## src/hdl/mtcs_pkg.sv

```systemverilog
package mtcs_pkg;

	localparam int NUM_STATES_DEF     = 256;
	localparam int MAX_SUCCESSORS_DEF = 16;
	localparam int COUNT_WIDTH_DEF    = 16;

	localparam logic OP_OBSERVE = 1'b0;
	localparam logic OP_SAMPLE  = 1'b1;

	typedef enum logic [1:0] {
		ST_OK    = 2'd0,
		ST_EMPTY = 2'd1,
		ST_FULL  = 2'd2
	} status_t;

	typedef struct packed {
		logic        op;
		logic [7:0]  from_state;
		logic [7:0]  to_state;
		logic [31:0] random_value;
	} in_item_t;

	typedef struct packed {
		logic [1:0] status;
		logic [7:0] next_state;
	} out_item_t;

	typedef enum logic [2:0] {
		FSM_CLR,
		FSM_IDLE,
		FSM_SCAN,
		FSM_DIV,
		FSM_WALK,
		FSM_DONE
	} fsm_t;

	typedef struct packed {
		logic start;
		logic busy;
		logic done;
	} div_ctl_t;

endpackage

```

## src/hdl/mtcs_div.sv

```systemverilog
module mtcs_div
	import mtcs_pkg::*;
#(
	parameter int DW = 32
) (
	input  logic          clk,
	input  logic          arst_n,
	input  logic          start,
	input  logic [31:0]   dividend,
	input  logic [DW-1:0] divisor,
	output div_ctl_t      ctl,
	output logic [DW-1:0] remainder
);

	localparam int CW = $clog2(33);

	logic [31:0]   quo_q;
	logic [DW:0]   rem_q;
	logic [DW-1:0] dsr_q;
	logic [CW-1:0] cnt_q;
	logic          busy_q;
	logic          done_q;
	logic [DW:0]   shifted;
	logic [DW:0]   diff;

	assign shifted = {rem_q[DW-1:0], quo_q[31]};
	assign diff    = shifted - {1'b0, dsr_q};

	always_ff @(posedge clk or negedge arst_n) begin
		if (!arst_n) begin
			busy_q <= 1'b0;
			done_q <= 1'b0;
			cnt_q  <= '0;
		end else begin
			done_q <= 1'b0;
			if (start) begin
				busy_q <= 1'b1;
				cnt_q  <= CW'(32);
			end else if (busy_q) begin
				cnt_q <= cnt_q - CW'(1);
				if (cnt_q == CW'(1)) begin
					busy_q <= 1'b0;
					done_q <= 1'b1;
				end
			end
		end
	end

	always_ff @(posedge clk) begin
		if (start) begin
			quo_q <= dividend;
			rem_q <= '0;
			dsr_q <= divisor;
		end else if (busy_q) begin
			quo_q <= {quo_q[30:0], 1'b0};
			rem_q <= diff[DW] ? shifted : diff;
		end
	end

	assign ctl.start  = start;
	assign ctl.busy   = busy_q;
	assign ctl.done   = done_q;
	assign remainder  = rem_q[DW-1:0];

endmodule

```

## config.mk

```make
export PLATFORM = sky130hd
export DESIGN_NAME = mtcs_div
export DESIGN_NICKNAME = d
export VERILOG_FILES = /design/src/hdl/mtcs_pkg.sv /design/src/hdl/mtcs_div.sv
export SDC_FILE = /design/constraint.sdc
export NUM_CORES = 1
export LEC_CHECK = 0
export CAP_MARGIN = 20
export CORE_ASPECT_RATIO = 0.75
export CORE_MARGIN = 2
export CORE_UTILIZATION = 55
export CTS_CLUSTER_SIZE = 14
export DETAILED_ROUTE_END_ITERATION = 10
export DONT_BUFFER_PORTS = 1
export GPL_TIMING_DRIVEN = 0
export PLACE_DENSITY_LB_ADDON = 0.2
export SLEW_MARGIN = 20
export SYNTH_ARGS = -nofsm -noshare
export SYNTH_HDL_FRONTEND = slang
export SYNTH_SLANG_ARGS = --single-unit
```

## constraint.sdc

```tcl
create_clock -name clk -period 3.3 [get_ports clk]
set_input_delay 0.66 -clock clk [delete_from_list [all_inputs] [get_ports clk]]
set_output_delay 0.66 -clock clk [all_outputs]
set_load 0.01 [all_outputs]
```

# ---- Word level (Yosys, flattened, before mapping)
# Index checks and enable logic that the tools add are counted.
dict set report word_totals {
  reg_bits 104
  inputBits 67
  wordCells 21
}
dict set report op_classes {
  add_sub_neg 2
  eq_ne 1
  muxes 11
  reduce_logical 1
}
# cell n
set ops {}
lappend ops {{$mux 32} 3}
lappend ops {{$sub 33x32->33} 1}
lappend ops {{$mux 6} 2}
lappend ops {{$eq 6x1->1 const B} 1}
lappend ops {{$mux 1} 6}
lappend ops {{$sub 6x1->6 const B} 1}
lappend ops {{$reduce_bool 2->1} 1}

# ---- Depth between registers and ports, before layout
# Gate-level depths: netlist (run 1).
dict set report logic_depth {
  word_depth 4
  depth_mapped 14
  depth_no_buf 12
}

# ---- Worst setup path before layout (run 1)
# OpenSTA, ideal clock, no wires.
dict set report synth_path {
  path_kind {register -> register}
  from {reg quo_q[31]}
  to {reg rem_q[0]}
  setup_ns 0.157
  t_arrival_ns 2.630
  t_required_ns 3.143
  slack_ns 0.513
  stages_incl_launch_ff 15
  path_buffers 2
  synth_period_minus_slack_ns 2.787
  cell_sequence {edfxtp_1 > inv_1 > ha_1 > fa_1 > nand2b_1 > a21oi_1 > o21ai_1 > a211oi_2 > o211ai_1 > a211oi_2 > buf_6 > buf_6 > nand2_1 > o211ai_1 > o21ai_0}
}
dict set report synth_between {
  elab_chain_cells 2
}
# item line_no
set synth_rtl {}
lappend synth_rtl {{start, declared} mtcs_div.sv:17} ;# logic [31:0] quo_q;
lappend synth_rtl {{start signal, assigned} mtcs_div.sv:51} ;# quo_q <= dividend;
lappend synth_rtl {{start signal, assigned} mtcs_div.sv:55} ;# quo_q <= {quo_q[30:0], 1'b0};
lappend synth_rtl {{$sub 33x32->33} mtcs_div.sv:27} ;# assign diff = shifted - {1'b0, dsr_q};
lappend synth_rtl {{$mux 32 (*)} mtcs_div.sv:56} ;# rem_q <= diff[DW] ? shifted : diff;
lappend synth_rtl {{end signal, assigned} mtcs_div.sv:56}
lappend synth_rtl {{end, declared} mtcs_div.sv:18} ;# logic [DW:0] rem_q;
# Every way passes the cells marked *; elsewhere a longest branch is shown, timed or not.
# A chain may end at the register's enable or synchronous reset.

# ---- Worst setup path in the final report (run 1)
dict set report layout_path {
  from {reg rem_q[1]}
  to {reg rem_q[31]}
}
dict set report layout_between {
  elab_chain_cells 2
}
# item line_no
set layout_rtl {}
lappend layout_rtl {{$sub 33x32->33} mtcs_div.sv:27}
lappend layout_rtl {{$mux 32} mtcs_div.sv:56}
# Every way passes these cells.

==> summary.md, run 1 <==
| Metric | Value |
|---|---|
| CTS tree | `built` |
| First-pass GRT wire length | `22.60 mm` |
| Via count | `4433` |
| Final setup fails | `0` |
| Req. time, crit path | `3550 ps` |
| Sequential share of power | `35.9%` |
| RSZ-0062 raised after global routing | `false` |
| Reg clk slew, reported paths | `70 ps` |
| Wire per inst | `18.74 µm` |
| Via/cell ratio | `5.903` |
| WHS Endpoint | `dsr_q[8]` |
| Placement Setup Slack | `-140.0 ps` |
| Worst hold path startpoint | `divisor[8]` |
| Initial DRC Count | `362` |
| Combinational power share | `45.1%` |
| I/O pin count | `102` |
| Synth warn | `0` |
| Seq/Total Area, Yosys | `45.69%` |
| Status | `finished clean` |
| FMAX | `318.1 MHz` |
| Final ANT Viol Nets | `0` |
| Hold Path Stages | `0` |
| DR pass1 iterations | `5` |
| CORE AREA | `10820 µm²` |
| Power consumption | `5755 µW` |
| Worst-margin pin slew | `902.3 ps` |
| Layout Nets | `708` |
| Hold Crit Class | `input port to flop` |
| Port bufs | `0` |
| Slack of the critical path | `156.0 ps` |
| FF-to-FF End | `rem_q[31]` |
| Psw | `2303 µW` |
| Syn Nets | `691` |
| Yosys reg bits | `104` |
| Hpwl dp | `10.13 mm` |
| H-Tree Depth | `3` |
| P per Cell Area | `872.3 nW/µm²` |
| Root cell of the clock tree | `clkbuf_16` |
| Clk Latency, worst-skew pair | `360 ps` |
| Clk pwr share | `19.0%` |
| Initial Util | `55.90%` |
| CTS Sinks | `104` |
| Crit Path Category | `flop to flop` |
| Fin crit share | `95.27%` |
| Max-Cap Viols | `0` |
| Mapped cell area | `6047 µm²` |
| Reg2reg start | `rem_q[1]` |
| Internal power | `3451 µW` |
| Chip Width | `125.1 µm` |
| Crit path capture type | `flop` |
| Avg Inst Size Synth | `10.27 µm²` |
| Ant. Diodes | `0` |
| Worst EP arrival | `3390 ps` |
| Final wirelength | `14.07 mm` |
| Rel. slew slack | `39.06%` |
| CP Max Fanout | `5` |
| Total grt overflow | `0` |
| Die H | `94.81 µm` |
| Pleak | `0.002695 µW` |
| R2R Setup Slk | `160 ps` |
| Most used DFF post-synth | `edfxtp_1` |
| Initial antenna violation count | `0` |
| Layout Utilization | `60.99%` |
| Total track usage | `24.56%` |
| Final hold vios | `0` |
| # rows | `33` |
| DRC | `0` |
| EDFF count, synth | `64` |
| Number of global-route vias before repair | `4312` |
| Ys async rst share | `7.692%` |
| Worst VDD drop | `0.3264 mV` |
| Die ar. | `11860 µm²` |
| Clock skew | `6.760 ps` |
| Distinct cells, synth | `65` |
| Minimum clock period | `3144 ps` |
| Sw Share | `40.03%` |
| CTS buffer count | `9` |
| Slew Limit Fails | `0` |
| Area Growth Syn to Fin | `9.104%` |
| Gpl congestion | `0.9466` |
| Layout cell share with drive strength beyond 1 | `13.26%` |
| Crit path launch type | `flop` |
| R2R cell count | `10` |
| Pin count of the biggest net entering global routing | `41` |
| Mapped Cells | `589` |
| CTS max path bufs | `2` |
| Filler cell count | `894` |
## Yosys cell counts (11+ instances only)
| cell | n | area (µm²) |
|---|---|---|
| nor2_1 | 51 | 191.4 |
| edfxtp_1 | 64 | 1922 |
| xnor2_1 | 17 | 148.9 |
| mux2_2 | 31 | 349.1 |
| a21o_1 | 13 | 97.59 |
| clkbuf_1 | 13 | 48.80 |
| o21ai_0 | 35 | 175.2 |
| ha_1 | 34 | 425.4 |
| a21oi_1 | 31 | 155.2 |
| a211oi_1 | 18 | 135.1 |
| mux2i_1 | 21 | 210.2 |
| nand2_1 | 44 | 165.2 |
| xor2_1 | 11 | 96.34 |
| dfxtp_1 | 32 | 640.6 |
| inv_1 | 43 | 161.4 |
## critical path: stages (launching register included)
cell	delay (ps)
dfxtp_1	380
ha_1	430
o21a_1	150
o31a_1	270
o2111ai_2	200
a311oi_2	440
nor4_1	110
nor3_1	480
o41a_1	230
o31ai_1	70
a2bb2o_1	280
## stage by stage
step | hold WS, ps | instances | instance area (µm²) | setup TNS [ps]
final | 391.9 | 751 | 6598 | 0
after global routing | 383.3 | 751 | 6598 | 0
after CTS | 385.4 | 748 | 6545 | 0
after detailed placement | 364.7 | 729 | 6222 | -1389
after global placement | 364.7 | 729 | 6222 | -583.9
after floorplan | 364.4 | 589 | 6047 | 0
## routing by layer
| layer | routed length (µm) | part of all wire [%] | global-route usage [%] | vias to the layer above |
|---|---|---|---|---|
| met5 | 0 | 0 | 0 | - |
| met4 | 313 | 2.2 | 7.963 | 0 |
| met3 | 1128 | 8.0 | 6.912 | 24 |
| met2 | 6080 | 43 | 37.77 | 155 |
| met1 | 6547 | 47 | 33.82 | 2083 |
| li1 | - | - | - | 2171 |
## sequential cells by signal, indices dropped and copies added, names as in the netlist
register and cells:
busy_q 1, cnt_q 6, done_q 1, dsr_q 32
quo_q 32, rem_q 32
## placed cells by master, fill, tap and decap left out, types with 11 or more instances in the layout
cell type and instances:
mux2_2 31, o21ai_0 34, nor2_1 51, a211oi_1 18, dfxtp_1 31, xnor2_1 17
edfxtp_1 64, a21o_1 13, ha_1 34, nand2_1 44, inv_1 42, a21oi_1 30
xor2_1 11, clkbuf_1 13, mux2i_1 21
## final cells by class
cell class | instances | area, µm² | share of cell area (%)
plain buffers | 25 | 151.4 | 2.295
clock buffers | 9 | 225.2 | 3.414
clock inverters | 7 | 68.82 | 1.043
inverters | 43 | 161.4 | 2.446
multi-input cells | 417 | 3004 | 45.53
flip-flops and latches | 104 | 2764 | 41.89
well taps | 140 | 175.2 | 2.655
repair buffers | 6 | 47.55 | 0.7207
## repair_timing
action / 4_1_cts / 5_1_grt
pin swaps: 2 / 2
endpoints found under the hold margin: 8 / 0
endpoints found under the setup margin: 31 / 32
gates resized for setup: 1 / 8
cloned: 0 / 0
hold buffers: 1 / 0
setup buffers: 2 / 3
## power by group through the flow
| stage | Combinational (µW) | Sequential [µW] | Clock (µW) |
|---|---|---|---|
| 2_1_floorplan | 2020 | 1990 | 0 |
| 3_3_place_gp | 2400 | 2080 | 0 |
| 3_5_place_dp | 2470 | 2100 | 0 |
| 4_1_cts | 2510 | 2070 | 1100 |
| 5_1_grt | 2880 | 2110 | 1150 |
| 6_report | 2600 | 2070 | 1090 |
## cells by family after synthesis
| group | after synthesis | synth area share [%] |
|---|---|---|
| buf+inv | 68 | 5.028 |
| simple gates | 151 | 11.71 |
| mux | 52 | 9.249 |
| compound gates | 151 | 16.90 |
| flops | 104 | 45.69 |
| xor+xnor | 28 | 4.055 |
| fa+ha+maj | 35 | 7.366 |
## worst max path at each step
stage               slack, ps  cells after the start         to  startpoint
floorplan                 510                     14   rem_q[0]   quo_q[31]
global placement         -120                     12  rem_q[30]    rem_q[0]
detailed placement       -140                     14   rem_q[0]   quo_q[31]
CTS                        10                     16   rem_q[0]   quo_q[31]
global route               10                     11  rem_q[31]    rem_q[1]
finish                    160                     10  rem_q[31]    rem_q[1]
Note: power is estimated with default switching activity, not from simulation.
==> run 2: changes to the inputs <==
--- a/config.mk
+++ b/config.mk
@@ -6,9 +6,9 @@
 export NUM_CORES = 1
 export LEC_CHECK = 0
 export CAP_MARGIN = 20
-export CORE_ASPECT_RATIO = 0.75
+export CORE_ASPECT_RATIO = 1.5
 export CORE_MARGIN = 2
-export CORE_UTILIZATION = 55
+export CORE_UTILIZATION = 64
 export CTS_CLUSTER_SIZE = 14
 export DETAILED_ROUTE_END_ITERATION = 10
 export DONT_BUFFER_PORTS = 1
==> summary.md, run 2 (synthesis gave the netlist of run 1 again) <==
| Metric | Value |
|---|---|
| Crit path capture type | `flop` |
| RSZ-0062 raised after global routing | `false` |
| Total grt overflow | `0` |
| Max-Cap Viols | `0` |
| Largest regs | `dsr_q: 32 flops, quo_q: 32 flops, rem_q: 32 flops` |
| Slew Limit Fails | `0` |
| Worst EP arrival | `3340 ps` |
| Wire per inst | `18.84 µm` |
| Final wirelength | `13.68 mm` |
| Commonest non-fill, non-tap cell in the layout | `edfxtp_1` |
| Die H | `123.1 µm` |
| Filler cell count | `667` |
| CORE AREA | `9200 µm²` |
| Total track usage | `26.81%` |
| Worst-margin pin slew | `766.1 ps` |
| Number of global-route vias before repair | `4552` |
| Pin count of the biggest net entering global routing | `41` |
| Layout cell share with drive strength beyond 1 | `13.52%` |
| Root cell of the clock tree | `clkbuf_16` |
| Via count | `4565` |
| Worst VDD drop | `0.5351 mV` |
| DRC | `0` |
| Die ar. | `10260 µm²` |
| Gpl congestion | `0.9611` |
| CTS Sinks | `104` |
| Clk Latency, worst-skew pair | `350 ps` |
| Clock skew | `4.925 ps` |
| Crit Path Category | `flop to flop` |
| Chip Width | `83.37 µm` |
| Post-place instance area | `6202 µm²` |
| Initial Util | `65.73%` |
| Port bufs | `0` |
| CTS tree | `built` |
| Fin crit share | `94.85%` |
| Final hold vios | `0` |
| First-pass GRT wire length | `21.38 mm` |
| Layout Nets | `711` |
| Fin area | `6589 µm²` |
| Minimum clock period | `3130 ps` |
| Initial antenna violation count | `0` |
| Status | `finished clean` |
| Setup TNS | `0 ps` |
| CP Max Fanout | `10` |
| Ant. Diodes | `0` |
| Final setup fails | `0` |
| Reg2reg start | `quo_q[31]` |
| Power consumption | `5719 µW` |
| I/O pin count | `102` |
| Critical path startpoint | `quo_q[31]` |
| Commonest non-fill, non-tap cells in the layout | `edfxtp_1, nor2_1, nand2_1` |
| Reg clk slew, reported paths | `70 ps` |
| Area Growth Syn to Fin | `8.959%` |
| Initial DRC Count | `266` |
| CTS buffer count | `9` |
| Hpwl dp | `10.16 mm` |
| P per Cell Area | `867.9 nW/µm²` |
| Final ANT Viol Nets | `0` |
| Rel. slew slack | `48.92%` |
| Req. time, crit path | `3510 ps` |
| Crit path launch type | `flop` |
| CTS max path bufs | `2` |
| Layout Utilization | `71.62%` |
| H-Tree Depth | `3` |
| Pleak | `0.002709 µW` |
| DR pass1 iterations | `5` |
| Worst hold path startpoint | `divisor[7]` |
| Hold Crit Class | `input port to flop` |
| FMAX | `319.5 MHz` |
| Via/cell ratio | `6.288` |
| # rows | `43` |
## run 2: layout make-up
class / instances / area (µm²) / area share [%]
Buffer: 25 / 146.4 / 2.222
Timing Repair Buffer: 9 / 90.09 / 1.367
Clock inverter: 7 / 52.55 / 0.7976
Clock buffer: 9 / 225.2 / 3.418
Multi-Input combinational cell: 417 / 3009 / 45.67
Tap cell: 112 / 140.1 / 2.127
Inverter: 43 / 161.4 / 2.450
Sequential cell: 104 / 2764 / 41.95
## run 2: repair_timing
item                                   in CTS  in global routing
hold buffers                                1                  0
gates cloned                                0                  0
buffers inserted                            7                  0
resized for setup                           3                  4
pin swaps                                   3                  5
setup endpoints to repair                  31                 30
endpoints found under the hold margin       8                  0
## run 2: worst paths after layout
check / end / depth (start not counted) / slack, ps
worst max-delay path: rem_q[22] / 13 / 170
worst min-delay path: dsr_q[7] / 0 / 400
worst max register to register: rem_q[22] / 13 / 170
worst min register to register: cnt_q[5] / 2 / 540
max in group asynchronous: cnt_q[2] / 1 / 2370
min in group asynchronous: cnt_q[0] / 1 / 660
## run 2: worst max-delay path, cell delays in order, from the launching register on
cell and delay, ps:
edfxtp_1 350, inv_1 50, ha_1 220, fa_1 420, nand2b_4 180, a21oi_2 170
o21ai_2 120, a211oi_2 300, o211ai_1 220, a211oi_4 320, buf_4 180, buf_8 150
mux2i_1 220, a211oi_1 90
## run 2: per-layer routing
metal	track usage, %	wire length (µm)
met1	27.70	5134
met2	49.60	7162
met3	5.741	786
met4	16.19	597
met5	0	0
## run 2: stage by stage
stage	setup slack, ps	hold WS, ps	cells
6_report	170.1	404.2	726
4_1_cts	38.14	394.3	726
5_1_grt	0.03353	392.0	726
3_3_place_gp	-81.02	364.9	701
3_5_place_dp	-194.2	364.9	702
2_1_floorplan	512.9	364.4	589
## run 2: power breakdown
group	internal, µW	switching [µW]	leakage (µW)	total (µW)
Combinational	1220	1410	0.00156	2630
Clock	519	489	0.000137	1010
Sequential	1690	391	0.00101	2080
Total	3430	2290	0.00271	5720
==> run 3: changes to the inputs <==
--- a/config.mk
+++ b/config.mk
@@ -6,8 +6,8 @@
 export NUM_CORES = 1
 export LEC_CHECK = 0
 export CAP_MARGIN = 20
-export CORE_ASPECT_RATIO = 1.5
-export CORE_MARGIN = 2
+export CORE_ASPECT_RATIO = 0.5
+export CORE_MARGIN = 10
 export CORE_UTILIZATION = 64
 export CTS_CLUSTER_SIZE = 14
 export DETAILED_ROUTE_END_ITERATION = 10
==> summary.md, run 3 (synthesis gave the netlist of run 1 again) <==
| Metric | Value |
|---|---|
| Layout Nets | `708` |
| CTS max path bufs | `2` |
| CTS buffer count | `9` |
| R2R Setup Slk | `150 ps` |
| First-pass GRT wire length | `22.53 mm` |
| Clock skew | `7.933 ps` |
| Final ANT Viol Nets | `0` |
| Commonest non-fill, non-tap cell in the layout | `edfxtp_1` |
| Setup TNS | `0 ps` |
| Via/cell ratio | `6.150` |
| Total track usage | `20.44%` |
| Minimum clock period | `3147 ps` |
| Max-Cap Viols | `0` |
| Largest delay share family, worst path | `compound AO/OA/AOI/OAI gates` |
| Initial Util | `67.58%` |
| Pleak | `0.002692 µW` |
| CP Buf/Inv Count | `4` |
| Chip Width | `157.5 µm` |
| Worst-margin pin slew | `771.1 ps` |
| Pin count of the biggest net entering global routing | `41` |
| CTS Sinks | `104` |
| Die H | `88.74 µm` |
| Fin crit share | `95.37%` |
| Root cell of the clock tree | `clkbuf_16` |
| Hold Path Stages | `0` |
| Non-Filler Instances | `728` |
| Cells after DPL | `706` |
| Commonest non-fill, non-tap cells in the layout | `edfxtp_1, nor2_1, nand2_1` |
| Worst VDD drop | `0.3338 mV` |
| CP Max Fanout | `4` |
| DRC | `0` |
| Number of global-route vias before repair | `4384` |
| # rows | `24` |
| P per Cell Area | `868.6 nW/µm²` |
| DR pass1 iterations | `5` |
| Largest regs | `dsr_q: 32 flops, quo_q: 32 flops, rem_q: 32 flops` |
| Hold Crit Class | `input port to flop` |
| Slack of the critical path | `152.8 ps` |
| Grt met2 use | `32.26%` |
| Final wirelength | `13.95 mm` |
| Busiest grt layer | `met2` |
| M1 GR Usage | `25.13%` |
| Power consumption | `5702 µW` |
| Slowest cell on the critical path | `fa_1` |
| CTS tree | `built` |
| Gpl congestion | `0.9064` |
| Crit path capture type | `flop` |
| Reg clk slew, reported paths | `80 ps` |
| Hpwl dp | `10.41 mm` |
| Layout cell share with drive strength beyond 1 | `12.93%` |
| Critical Path Stages | `14` |
| Wire per inst | `19.16 µm` |
| Ant. Diodes | `0` |
| Port bufs | `0` |
| Crit Path Category | `flop to flop` |
| Final hold vios | `0` |
| Final setup fails | `0` |
| Slew Limit Fails | `0` |
| Worst EP arrival | `3400 ps` |
| Total grt overflow | `0` |
| GR Util met3 | `9.540%` |
| Status | `finished clean` |
| Req. time, crit path | `3550 ps` |
| Worst path max stage delay | `410 ps` |
| Crit path launch type | `flop` |
| Area Growth Syn to Fin | `8.545%` |
| Clk Latency, worst-skew pair | `350 ps` |
| H-Tree Depth | `3` |
| Placement Setup Slack | `14.62 ps` |
| Layout Utilization | `73.35%` |
| Die ar. | `13970 µm²` |
| I/O pin count | `102` |
| Rel. slew slack | `47.92%` |
| Initial antenna violation count | `0` |
| Crit-path cells | `inv_1 -> ha_1 -> fa_1 -> nand2b_1 -> a21oi_2 -> o21ai_2 -> a211oi_2 -> o211ai_1 -> a211oi_2 -> buf_4 -> buf_6 -> buf_4 -> mux2i_1 -> a211oi_1` |
| Initial DRC Count | `352` |
| FMAX | `317.7 MHz` |
| CORE AREA | `8949 µm²` |
| Via count | `4477` |
| R2R cell count | `14` |
==> run 3: cell types whose count changed in the layout (fill, tap and decap cells not counted), sizes merged <==
cell,change
clkbuf,+1
clkinv,-1
clkinvlp,-1
buf,-3
inv,+1
==> run 3: report_power, final <==
group	leakage [µW]	total [µW]	internal (µW)	switching, µW
sequential	0.00101	2060	1690	369
combinational	0.00154	2600	1190	1410
clock	0.000143	1040	534	506
==> run 3: final cells by class <==
| cell class | instances | area [µm²] |
|---|---|---|
| Fill cell | 676 | 2385 |
| Sequential cell | 104 | 2764 |
| Inverter | 43 | 161.4 |
| Multi-Input combinational cell | 417 | 2994 |
| Clock buffer | 10 | 229.0 |
| Buffer | 25 | 146.4 |
| Clock inverter | 6 | 62.56 |
| Timing Repair Buffer | 6 | 60.06 |
| Tap cell | 117 | 146.4 |
==> run 3: repair_timing <==
item,CTS,global route
hold buffers,1,0
pin swaps,1,3
setup endpoints to repair,2,32
endpoints found under the hold margin,8,0
buffers inserted,1,4
gates resized for setup,0,6
==> run 3: worst paths after layout <==
path	start	end
setup / recovery	quo_q[31]	rem_q[19]
setup reg to reg	quo_q[31]	rem_q[19]
max in group asynchronous	arst_n	busy_q
hold / removal	divisor[30]	dsr_q[30]
min in group asynchronous	arst_n	cnt_q[5]
hold reg to reg	cnt_q[5]	cnt_q[5]
==> run 3: metal layers <==
metal	vias to the layer above	share of wire, %
li1	2169	-
met2	162	44
met4	0	1.1
met5	-	0
met1	2128	43
met3	18	12
==> run 3: through the flow <==
step	hold slack, ps	instance area (µm²)
2_1_floorplan	364.4	6047
3_3_place_gp	365.0	6193
3_5_place_dp	365.1	6193
4_1_cts	386.7	6502
5_1_grt	382.2	6564
6_report	398.9	6564
